===== src/rtl/knn_pkg.sv =====
package knn_pkg;

    localparam int MAX_WIDTH = 1024;
    localparam int COL_W     = $clog2(MAX_WIDTH);
    localparam int LW_W      = 11;
    localparam int PIX_W     = 24;
    localparam int NB_COUNT  = 8;
    localparam int DIST_W    = 18;
    localparam int SUM_W     = 17;
    localparam int DIV_W     = 9;
    localparam int QUO_W     = 9;

    localparam logic [1:0] REG_COUNT  = 2'd0;
    localparam logic [1:0] REG_WEIGHT = 2'd1;
    localparam logic [1:0] REG_MODE   = 2'd2;
    localparam logic [1:0] REG_WIDTH  = 2'd3;

    typedef logic [PIX_W-1:0] pix_t;

    // One neighbour travelling down the selection chain.
    typedef struct packed {
        logic              valid;
        logic [DIST_W-1:0] dsq;
        logic [2:0]        idx;
        pix_t              pix;
    } cand_t;

    function automatic logic [7:0] chan(input pix_t p, input int ch);
        chan = p[PIX_W-1-8*ch -: 8];
    endfunction

    function automatic logic [15:0] sqd(input logic [7:0] a, input logic [7:0] b);
        logic [7:0] d;
        d = (a > b) ? a - b : b - a;
        sqd = {8'd0, d} * {8'd0, d};
    endfunction

endpackage


===== src/rtl/knn_cell.sv =====
// One cell of the sorting chain: keep the nearest candidate seen so far, pass the other on.
module knn_cell (
    input  logic                clk,
    input  logic                rst_n,
    input  logic                clear,
    input  knn_pkg::cand_t      cin,
    output knn_pkg::cand_t      cout,
    output knn_pkg::cand_t      held
);
    import knn_pkg::*;

    cand_t keep_reg;
    cand_t keep_next;
    cand_t pass_reg;
    cand_t pass_next;

    always_comb
    begin
        keep_next = keep_reg;
        pass_next = cin;
        if (clear)
        begin
            keep_next = '0;
            pass_next = '0;
        end
        else if (cin.valid)
        begin
            // equal distances go to the lower neighbour index
            if (!keep_reg.valid || cin.dsq < keep_reg.dsq
                || (cin.dsq == keep_reg.dsq && cin.idx < keep_reg.idx))
            begin
                keep_next = cin;
                pass_next = keep_reg;
            end
        end
    end

    always_ff @(posedge clk or negedge rst_n)
    begin
        if (!rst_n)
        begin
            keep_reg <= '0;
            pass_reg <= '0;
        end
        else
        begin
            keep_reg <= keep_next;
            pass_reg <= pass_next;
        end
    end

    assign cout = pass_reg;
    assign held = keep_reg;
endmodule


===== config.mk =====
export PLATFORM = sky130hd
export DESIGN_NAME = knn_cell
export DESIGN_NICKNAME = d
export VERILOG_FILES = /design/src/rtl/knn_pkg.sv /design/src/rtl/knn_cell.sv
export SDC_FILE = /design/constraint.sdc
export NUM_CORES = 1
export LEC_CHECK = 0
export ABC_AREA = 1
export BUFFER_PORTS_ARGS = -buffer_cell sky130_fd_sc_hd__buf_2
export CAP_MARGIN = 30
export CORE_MARGIN = 2
export CORE_UTILIZATION = 36
export DETAILED_ROUTE_END_ITERATION = 12
export SYNTH_ARGS = -nofsm -noshare
export SYNTH_HDL_FRONTEND = slang
export SYNTH_SLANG_ARGS = --single-unit

===== constraint.sdc =====
create_clock -name clk -period 1.7 [get_ports clk]
set_input_delay 0.17 -clock clk [delete_from_list [all_inputs] [get_ports clk]]
set_output_delay 0.17 -clock clk [all_outputs]
set_load 0.05 [all_outputs]

# Word-level counts from Yosys, hierarchy flattened
# Cells that the tools add are included.
word_totals:
  ff_bits: 92
  input_bits: 49
  elab_cells: 24
op_classes:
  order_cmp: 2
  n_eq_ne: 1
  mux: 6
  n_reduce_logical: 7
ops:
  columns: ["operator", "n"]
  rows:
  - ["two-way mux 46 bit", 6]
  - ["== test 18 bit", 1]
  - ["less-than comparator 18 bit", 1]
  - ["nonzero test 2 bit", 2]
  - ["less-than comparator 3 bit", 1]
  - ["logical OR 1 bit", 2]
  - ["AND reduction 2 bit", 1]
  - ["logical AND 1 bit", 1]
  - ["logical NOT 1 bit", 1]

# Depth between registers and ports, before layout
logic_depth:
  word_depth: 6
  mapped_depth: 15

# Worst setup path before layout
# No wires, ideal clock.
synth_timing:
  path_kind: "register -> register"
  start: "register keep_reg, in the netlist held[44]"
  end: "register keep_reg, in the netlist held[42]"
  setup_time_ns: 0.118
  arrival_ns: 1.985
  t_required_ns: 1.582
  path_slack_ns: -0.402
  path_stages_with_launch: 12
  cell_sequence: "dfrtp_1 > inv_1 > ha_1 > a21oi_1 > o21ai_0 > a21oi_1 > nand2_4 > nand3_4 > nand2_8 > buf_12 > nand2_2 > nand2_2"
synth_between:
  elab_chain_cells: 5
  word_cells_on_any_way: 7
  classes_between: "1 x order compare; 1 x eq/ne; 5 x reduce/logical"
synth_lines:
  columns: ["item", "line_no", "rtl"]
  rows:
  - ["start, declared", "knn_cell.sv:12", "cand_t keep_reg;"]
  - ["start signal, assigned", "knn_cell.sv:47", "keep_reg <= keep_next;"]
  - ["less-than comparator 18 bit or == test 18 bit (tied branches)", "knn_cell.sv:29, knn_cell.sv:30", null]
  - ["logical OR 1 bit or logical AND 1 bit (tied branches)", "knn_cell.sv:29, knn_cell.sv:30", null]
  - ["logical OR 1 bit (*)", "knn_cell.sv:30", "|| (cin.dsq == keep_reg.dsq && cin.idx < keep_reg.idx))"]
  - ["nonzero test 2 bit (no source line) (*)", null, null]
  - ["AND reduction 2 bit (no source line) (*)", null, null]
# Every way passes the cells marked *; elsewhere a longest branch is shown, timed or not.
# A chain may end at the register's enable or synchronous reset.

# Final worst setup path
layout_timing:
  start: "register keep_reg, in the netlist held[32]"
  end: "register keep_reg, in the netlist held[33]"
# Same word-level chain as after synthesis.

==> impl_metrics.csv <==
group,metric,value,unit
synthesis,synth_seq_cells,92,
timing,rsz0062_at_grt,"yes",
power,power.density,987,nW/um^2
worst_setup_path,startpoint_type,"flop",
synthesis,synth_ff_type,"dfrtp_1",
floorplanning,rows,41,
worst_setup_path,cp_top_family,"simple AND/OR/NAND/NOR gates",
grt,busiest_layer,"met2",
grt,grt_pass1_wl,21000,um
synthesis,synth_top_area_frac,0.488,
synthesis,synth-edff-count,0,
floorplanning,die_h,118,um
status,violations,"negative setup slack",
worst_setup_path,end_kind,"flop",
grt,grt_max_degree,92,
timing,fin_crit,1.92,ns
cts,cts_tree,"built",
synthesis,synth_fp_nets,571,
grt,grt_pass1_vias,4153,
final_layout,drive_above_1_share,0.583,
cts,clock_sinks,92,
timing,slew_violations,0,
grt,grt-ovfl-total,0,
cts,cts_root_buf,"clkbuf_16",
worst_setup_path,arrival,2.20,ns
grt,antenna_found_initial,1,
cts,insertion_delay,0.36,ns
floorplanning,die-width,118,um
timing,finalHoldViolCount,0,
cts,cts_buffer_depth,2,
drt,drc,0,
timing,setup_viol,91,
drt,vias_per_cell,4.96,
worst_setup_path,required,1.99,ns
place,io_buffer_count,140,
drt,postRouteAntennaNets,0,
floorplanning,ios,141,
power,irDropWorstVdd,0.408,mV
drt,routedWlPerCell,15.7,um
hold_path,worst_hold_path_type,"input port to flop",
timing,timing.fmax,522,MHz
drt,wirelength,13500,um
synthesis,yosys-top-cells-area,"dfrtp_1 49%, nand4_1 12%, nand2_2 12%",
synthesis,ys_types,24,
synthesis,syn_inst,502,
timing,fin_crit_sh,1.13,
cts,path_clk_slew,0.06,ns
worst_setup_path,worst_path_most_repeated_cell,"nor2_4",
synthesis,seq_area_frac_synth,0.488,
cts,cts.htree.levels,3,
power,leakage,3.67,nW
grt,grt.met2_usage,0.306,
synthesis,synthArstFlopShare,1.00,
timing,setup_ws,-0.217,ns
worst_setup_path,cp_max_fo,6,
floorplanning,initial_core_util,0.370,
floorplanning,coreArea,12700,sq um
drt,drt_iter0_drc,259,
timing,worst_pin_slew,0.521,ns
drt,drt-pass1-iter-count,4,
timing,slew_headroom,0.652,
synthesis,synth_area_leader_cell,"dfrtp_1",
worst_setup_path,path_buf_inv,3,
final_layout,antenna_cells,0,
synthesis,syn_area_per_cell,9.39,sq um
worst_setup_path,slowest_stage,"dfrtp_2",
grt,met1_usage,0.237,
run,drv_cap,0,
worst_setup_path,cp_cell_sequence,"inv_2, ha_4, nand2_4, nor2_4, nand3_2, nor2_4, a21oi_4, nand2_8, buf_12, clkbuf_16, nand4_1, nand2_1",
final_layout,final_cell_mix,"139 x buf_2, 102 x nand2_2, 90 x nand2_1, 90 x nand4_1, 73 x dfrtp_1",
place,gp_congestion,0.757,
final_layout,final_nets,755,
status,status,"complete, but fails checks",
final_layout,area_growth_syn_to_layout,45.8,%
synthesis,yosys_warnings,0,
place,dpl.hpwl,8340,um
floorplanning,dieArea,14000,sq um
cts,cts-buffers-inserted,9,
worst_setup_path,path_class,"flop to flop",
timing,clock_skew,0.00785,ns
power,power,6.78,mW
final_layout,layout.cells.most_common,"buf_2",
drt,vias,4283,
synthesis,netlist_area,4710,sq um
place,postPlaceCellArea,5970,sq um
final_layout,final_cell_area,6870,sq um
grt,grt_use_met3,0.0425,
grt,grt_usage,0.187,
worst_setup_path,cpPeakStageDelay,0.37,ns
routing by layer:
layer,part of all wire,vias up
met4,0.023,2
met5,0.00096,-
met1,0.43,2100
met2,0.50,111
met3,0.047,23
li1,-,2047
what timing repair did:
action	CTS	global route
hold buffers	2	0
cloned	3	7
pin swaps	11	29
gates resized for setup	35	38
setup buffers	1	4
endpoints found under the setup margin	91	91
hold endpoints to repair	21	0
state kept, by name, summed over array words and instances (netlist names):
signal and flops:
cout 46, held 46
area by class of cell:
type | count | area [sq um]
Clock buffer | 13 | 270
Fill cell | 1184 | 5850
Timing Repair Buffer | 210 | 1540
Multi-Input combinational cell | 342 | 2340
Inverter | 31 | 116
Sequential cell | 92 | 2330
Tap cell | 172 | 215
Clock inverter | 3 | 67.6
Yosys cell counts, types with 2 or more instances:
cell and count:
inv_1 31, nand3_1 3, nand2_1 114, o21ai_0 2
nand2_4 2, nand2_2 89, a21oi_1 8, nor2_2 2
ha_1 20, buf_12 4, buf_2 10, nand4_1 90
clkbuf_1 13, nor2_1 4, dlygate4sd1_1 6, dfrtp_1 92
buf_8 5
kinds of logic (layout without fill, tap and decap cells):
family | after synthesis | in the layout | share of synthesized area
and+or+nand+nor | 308 | 309 | 0.354
DFF | 92 | 92 | 0.488
buffers and inverters | 69 | 257 | 0.0897
adders and majority gates | 20 | 20 | 0.0531
AOI/OAI and AO/OA | 13 | 13 | 0.0151
per-stage QoR:
step,TNS (ns),instances,util,hold WS (ns),setup slack (ns)
floorplan,-20.72,502,-,-0.126,-0.242
CTS,-12.47,852,0.514,0.0121,-0.178
finish,-15.83,863,0.540,0.0242,-0.217
detailed placement,-15.34,830,0.469,0.0915,-0.193
global route,-24.67,863,0.540,0.0323,-0.311
global placement,-14.35,830,0.469,0.0902,-0.192
tightest hold or removal path: stages:
cell and delay [ns]:
buf_2 0.09, nand2_1 0.05, nand2_1 0.04
path summary, 6_finish.rpt:
check	start	end	slack, ns	cells after the start
max	held[32]	held[33]	-0.22	12
min	cin[14]	cout[14]	0.02	3
max reg2reg	held[32]	held[33]	-0.22	12
min reg2reg	held[6]	held[6]	0.51	2
max in group asynchronous	rst_n	held[42]	0.88	3
min in group asynchronous	rst_n	held[29]	0.26	2
power breakdown:
group	internal [mW]	switching (mW)
Sequential	2.36	0.0948
Combinational	0.677	1.36
Clock	1.41	0.877
Power figures use the tool's default switching activity.
