--- config.mk ---
export PLATFORM = sky130hd
export DESIGN_NAME = knn_div
export DESIGN_NICKNAME = d
export VERILOG_FILES = /design/src/rtl/knn_pkg.sv /design/src/rtl/knn_div.sv
export SDC_FILE = /design/constraint.sdc
export NUM_CORES = 1
export LEC_CHECK = 0
export ABC_AREA = 1
export BUFFER_PORTS_ARGS = -buffer_cell sky130_fd_sc_hd__buf_2
export CAP_MARGIN = 20
export CORE_ASPECT_RATIO = 0.8
export CORE_MARGIN = 4
export CORE_UTILIZATION = 60
export DETAILED_ROUTE_END_ITERATION = 12
export GPL_TIMING_DRIVEN = 0
export MAX_ROUTING_LAYER = met4
export PLACE_DENSITY = 0.83
export SKIP_CTS_REPAIR_TIMING = 1
export SLEW_MARGIN = 20
export SYNTH_ARGS = -nofsm -noshare
export SYNTH_HDL_FRONTEND = slang
export SYNTH_SLANG_ARGS = --single-unit
--- constraint.sdc ---
create_clock -name clk -period 5 [get_ports clk]
set_input_delay 0.25 -clock clk [delete_from_list [all_inputs] [get_ports clk]]
set_output_delay 0.25 -clock clk [all_outputs]
set_load 0.02 [all_outputs]
--- src/rtl/knn_pkg.sv ---
package knn_pkg;

    localparam int MAX_WIDTH = 1024;
    localparam int COL_W     = $clog2(MAX_WIDTH);
    localparam int LW_W      = 11;
    localparam int PIX_W     = 24;
    localparam int NB_COUNT  = 8;
    localparam int DIST_W    = 18;
    localparam int SUM_W     = 17;
    localparam int DIV_W     = 9;
    localparam int QUO_W     = 9;

    localparam logic [1:0] REG_COUNT  = 2'd0;
    localparam logic [1:0] REG_WEIGHT = 2'd1;
    localparam logic [1:0] REG_MODE   = 2'd2;
    localparam logic [1:0] REG_WIDTH  = 2'd3;

    typedef logic [PIX_W-1:0] pix_t;

    // One neighbour travelling down the selection chain.
    typedef struct packed {
        logic              valid;
        logic [DIST_W-1:0] dsq;
        logic [2:0]        idx;
        pix_t              pix;
    } cand_t;

    function automatic logic [7:0] chan(input pix_t p, input int ch);
        chan = p[PIX_W-1-8*ch -: 8];
    endfunction

    function automatic logic [15:0] sqd(input logic [7:0] a, input logic [7:0] b);
        logic [7:0] d;
        d = (a > b) ? a - b : b - a;
        sqd = {8'd0, d} * {8'd0, d};
    endfunction

endpackage

--- src/rtl/knn_div.sv ---
// Restoring divider, one quotient bit per cycle.
module knn_div (
    input  logic                       clk,
    input  logic                       rst_n,
    input  logic                       start,
    input  logic [knn_pkg::SUM_W-1:0]  dividend,
    input  logic [knn_pkg::DIV_W-1:0]  divisor,
    output logic                       done,
    output logic [7:0]                 quotient
);
    import knn_pkg::*;

    localparam int CNT_W = $clog2(SUM_W + 1);

    logic [SUM_W-1:0] quo_reg, quo_next;
    logic [SUM_W:0]   rem_reg, rem_next;
    logic [DIV_W-1:0] dvs_reg;
    logic [CNT_W-1:0] cnt_reg, cnt_next;
    logic             busy_reg, busy_next;
    logic             done_reg, done_next;
    logic [SUM_W:0]   trial;

    always_comb
    begin
        quo_next  = quo_reg;
        rem_next  = rem_reg;
        cnt_next  = cnt_reg;
        busy_next = busy_reg;
        done_next = 1'b0;
        trial     = {rem_reg[SUM_W-1:0], quo_reg[SUM_W-1]};
        if (start)
        begin
            quo_next  = dividend;
            rem_next  = '0;
            cnt_next  = CNT_W'(SUM_W);
            busy_next = 1'b1;
        end
        else if (busy_reg)
        begin
            quo_next = {quo_reg[SUM_W-2:0], 1'b0};
            if (trial >= (SUM_W+1)'(dvs_reg))
            begin
                rem_next    = trial - (SUM_W+1)'(dvs_reg);
                quo_next[0] = 1'b1;
            end
            else
            begin
                rem_next = trial;
            end
            cnt_next = cnt_reg - 1'b1;
            if (cnt_reg == CNT_W'(1))
            begin
                busy_next = 1'b0;
                done_next = 1'b1;
            end
        end
    end

    always_ff @(posedge clk or negedge rst_n)
    begin
        if (!rst_n)
        begin
            cnt_reg  <= '0;
            busy_reg <= 1'b0;
            done_reg <= 1'b0;
        end
        else
        begin
            cnt_reg  <= cnt_next;
            busy_reg <= busy_next;
            done_reg <= done_next;
        end
    end

    always_ff @(posedge clk)
    begin
        quo_reg <= quo_next;
        rem_reg <= rem_next;
        if (start)
        begin
            dvs_reg <= divisor;
        end
    end

    assign done     = done_reg;
    assign quotient = quo_reg[7:0];
endmodule

* Word-level counts from Yosys, hierarchy flattened *
Index checks and enable logic that the tools add are counted.

cells by class
  $add $sub $neg = 2
  equal/unequal tests = 1
  reduce and logical (&&, ||, !) cells = 1
  multiplexer cells = 12
  $lt $le $gt $ge = 1

operators by type and width
  cell                                                 count
  2-to-1 mux 17 bit                                    3
  greater-or-equal comparator 18 x 9 -> 1 bit          1
  subtractor 17 x 9 -> 17 bit                          1
  2-to-1 mux 5 bit                                     2
  2-to-1 mux 1 bit                                     7
  equality test 5 x 1 -> 1 bit, second input constant  1
  subtractor 5 x 1 -> 5 bit, second input constant     1
  nonzero test 2 bit                                   1

word-level totals
  input bits = 29
  register bits after elaboration = 50
  output and inout port bits = 9

* Depth between registers and ports, before layout *
  depth in word-level cells = 4
  depth in mapped cells = 14
  depth with buffers taken out = 14

* Least setup slack after synthesis *
OpenSTA, ideal clock, no wires.

  path kind = reg2reg
  start point = register quo_reg[16]
  end point = register quo_reg[0], data pin
  cell stages (with the launch flop) = 13
  buffers on the path = 0
  setup slack = 3.015 ns
  arrival time = 1.716 ns
  setup time = 0.269 ns
  cell sequence = edfxtp_1 inv_1 ha_1 inv_1 fa_1 nand2_1 nand2_1 nand3_1 nand2_1 nand2_2 nand2_1 nor2_4 o21ai_0

between the ends
  word-level cells in the longest chain between the ends = 4

ends and longest elaborated chain
  what                                         RTL line       text
  start: declaration                           knn_div.sv:15  logic [SUM_W-1:0] quo_reg, quo_next;
  start signal: assignment                     knn_div.sv:77  quo_reg <= quo_next;
  greater-or-equal comparator 18 x 9 -> 1 bit  knn_div.sv:41  if (trial >= (SUM_W+1)'(dvs_reg))
  2-to-1 mux 1 bit                             knn_div.sv:41
  2-to-1 mux 17 bit                            knn_div.sv:38  else if (busy_reg)
  2-to-1 mux 17 bit                            knn_div.sv:31  if (start)
  net quo_next[0]                              knn_div.sv:15

The timed path passes the listed nets, and every way through them passes these cells. The select of a mux whose other input is x is not followed.
A chain may end at the register's enable or synchronous reset.

* Final worst setup path *
  start point = register quo_reg[16]
  end point = register rem_reg[5]

between the ends
  word-level cells in the longest chain between the ends = 2
  elaborated cells on any way between the ends = 3

ends and longest elaborated chain
  what                                                                                               RTL line                      text
  subtractor 17 x 9 -> 17 bit / greater-or-equal comparator 18 x 9 -> 1 bit (equally long branches)  knn_div.sv:43, knn_div.sv:41
  2-to-1 mux 17 bit (*)                                                                              knn_div.sv:41
  end signal: assignment                                                                             knn_div.sv:78                 rem_reg <= rem_next;
  end: declaration                                                                                   knn_div.sv:16                 logic [SUM_W:0] rem_reg, rem_next;

Every way passes the cells marked *; elsewhere a longest branch is shown, timed or not.

==> impl_metrics.csv <==
group,metric,value,unit
status,status,"complete, no violations",
worst_hold_path,holdPathStages,1,
die,num_io_pins,38,
timing,worst_pin_slew,913,ps
critical_path,r2r_slack,2690,ps
cts,clkTransAtPathRegs,90,ps
global_routing,antenna_found_initial,0,
global_routing,grt_pass1_wl,10.1,mm
timing,clock_skew,6.12,ps
layout,area_growth,12.5,%
placement,place_congestion,0.899,
global_routing,grt-ovfl-total,0,
detailed_routing,vias,2425,
logic_synthesis,ys_types,33,
critical_path,cp_max_fo,10,
logic_synthesis,ys_ff_latch,50,
placement,port_buffers,37,
layout,multi_input_area,1240,µm²
logic_synthesis,syn-instance-count,379,
die,die_y,69.7,µm
timing,fin_crit_sh,0.463,
cts,cts_max_path_buffers,2,
detailed_routing,drc,0,
run,cap_violations,0,
cts,cts_max_level,2,
logic_synthesis,synth.avg_cell_area,7.53,µm²
layout,diodes,0,
layout,fin_area,3210,µm²
layout,finalNetCount,465,
placement,dpl_cell_area,3110,µm²
power_and_ir_drop,leakagePower,1.71,nW
placement,dp_hpwl,4.39,mm
global_routing,grt_use_total,0.220,
global_routing,grt_max_degree,24,
critical_path,slowest_stage,"fa_1",
cts,cts_buffers,5,
detailed_routing,wl,5.90,mm
logic_synthesis,seq_area_frac_synth,0.454,
critical_path,r2r_start,"quo_reg[16]",
die,dieArea,5930,µm²
worst_hold_path,hp-class,"in2reg",
detailed_routing,drt_iter0_markers,161,
critical_path,cp.required,5180,ps
power_and_ir_drop,fin_total_pwr,0.00164,W
timing,hold_viol_final,0,
timing,setup-violations-final,0,
cts,cts-root-buf,"clkbuf_8",
critical_path,critPathKind,"reg2reg",
critical_path,path_common_cell,"nand2_1",
logic_synthesis,synth_nets,420,
critical_path,crit_path_max_incr_delay,400,ps
power_and_ir_drop,max-vdd-ir-drop,0.339,mV
timing,min_period,2310,ps
critical_path,reg2reg_to,"rem_reg[5]",
worst_hold_path,hold_start,"divisor[8]",
logic_synthesis,synth_area,2850,µm²
critical_path,reg2reg_depth,14,
power_and_ir_drop,power.density,511,nW/µm²
detailed_routing,ant_nets,0,
layout,fillers,357,
detailed_routing,dr.pass1.iters,4,
critical_path,critPathCaptureType,"flip-flop",
die,die_w,85.1,µm
die,rows,22,
layout,utilization,0.698,
timing,tns,0,ps
critical_path,worstPathArrival,2490,ps
timing,slew_viol_final,0,
logic_synthesis,ys_warn_count,0,
layout,layout-drive-gt1-share,0.155,
cts,cts.sinks,50,
timing,holdWs,104,ps
layout,register_area,1300,µm²
cts,clock_latency,310,ps
die,core-area,4600,µm²
timing,rsz0062_at_grt,"false",
detailed_routing,viasPerCell,5.00,
global_routing,grt_pass1_vias,2315,
die,start_util,0.621,
cts,cts_tree,"built",
timing,fmax,0.432,GHz
timing,timing.slew.headroom,0.391,
critical_path,start_kind,"flip-flop",
detailed_routing,routedWlPerCell,12.2,µm
worst_hold_path,holdPathEnd,"dvs_reg[8]",
critical_path,cp_cell_sequence,"inv_1 > ha_1 > inv_1 > fa_1 > nand2_1 > nand2_1 > nand3_1 > nand2_1 > nand2_2 > nand2_1 > nor2_4 > nand2_1 > nand3_1 > o21ai_1",
-- area by class of cell --
cell class / instances / area share
inverter: 58 / 0.0678
buffer: 15 / 0.0296
clock inverter: 3 / 0.00507
sequential: 50 / 0.404
timing repair buffer: 38 / 0.0608
tap: 60 / 0.0234
clock buffer: 5 / 0.0214
multi-input combinational: 256 / 0.388
-- layout by cell type, fill, tap and decap left out, types with 2 or more instances in the layout --
cell type    n
nand4_1      3
buf_2       38
nand2_2      3
dfxtp_1     17
o21ai_1      5
edfxtp_1    26
nand2_1    143
nor2_1      26
o22ai_1      2
a21oi_1     11
o21ai_0      7
clkbuf_1     5
xor2_1       3
clkbuf_8     5
xnor2_1      3
nand3_1     24
dfrtp_1      7
inv_1       56
nor3_1       3
ha_1        11
inv_2        2
nand3_2      2
buf_4        8
-- routing by layer --
metal | GRT usage | wire (µm) | vias up
li1 | - | - | 1268
met1 | 0.302 | 2880 | 1095
met2 | 0.324 | 2600 | 52
met3 | 0.0463 | 318 | 10
met4 | 0.0756 | 99 | 0
met5 | - | 0 | -
-- per-stage QoR --
step	std cells	setup slack, ps
3_3_place_gp	476	2770
3_5_place_dp	476	2720
5_1_grt	485	2510
6_report	485	2690
2_1_floorplan	379	3010
4_1_cts	484	2700
-- where the power goes --
group | switching [W] | total, W | internal, W
clock network | 0.000135 | 0.000231 | 0.0000959
logic | 0.000501 | 0.000797 | 0.000296
registers | 0.0000741 | 0.000611 | 0.000537
-- Yosys cell counts (all sizes together) --
cell type	n	share of area
or2	1	0.0022
ha	11	0.048
nand4	3	0.0066
a21oi	12	0.022
inv	58	0.076
o22ai	2	0.0044
o21ai	13	0.024
dfxtp	17	0.12
fa	1	0.0070
clkbuf	5	0.0066
nor2	28	0.040
nor3	3	0.0053
edfxtp	26	0.27
dfrtp	7	0.061
nand3b	1	0.0026
nand3	27	0.055
xor2	3	0.0092
nand2	146	0.19
and3	1	0.0022
xnor2	3	0.0092
buf	10	0.027
a21boi	1	0.0026
-- how the worst max path moves through the flow --
stage | endpoint | depth (start not counted) | from | slack, ps
2_1_floorplan | quo_reg[0] | 12 | quo_reg[16] | 3010
3_5_place_dp | rem_reg[5] | 14 | quo_reg[16] | 2720
6_report | rem_reg[5] | 14 | quo_reg[16] | 2690
3_3_place_gp | quo_reg[0] | 12 | quo_reg[16] | 2770
4_1_cts | rem_reg[5] | 14 | quo_reg[16] | 2700
5_1_grt | rem_reg[5] | 14 | quo_reg[16] | 2510
-- critical path, delay by kind of cell (launching register included) --
kind,cells,cell delay [ps]
AO/OA/AOI/OAI,1,60
adder cells (fa/ha/maj),2,540
AND/OR/NAND/NOR,9,1030
flip-flops,1,370
buffers and inverters,2,160
-- kinds of logic (layout without fill, tap and decap cells) --
kind of cell    after synthesis  in the layout  synth area share
simple gates                210            210             0.309
buf+inv                      73            119             0.110
flops                        50             50             0.454
compound gates               28             28            0.0535
fa+ha+maj                    12             12            0.0552
xor+xnor                      6              6            0.0184
Note: power is estimated with default switching activity, not from simulation.
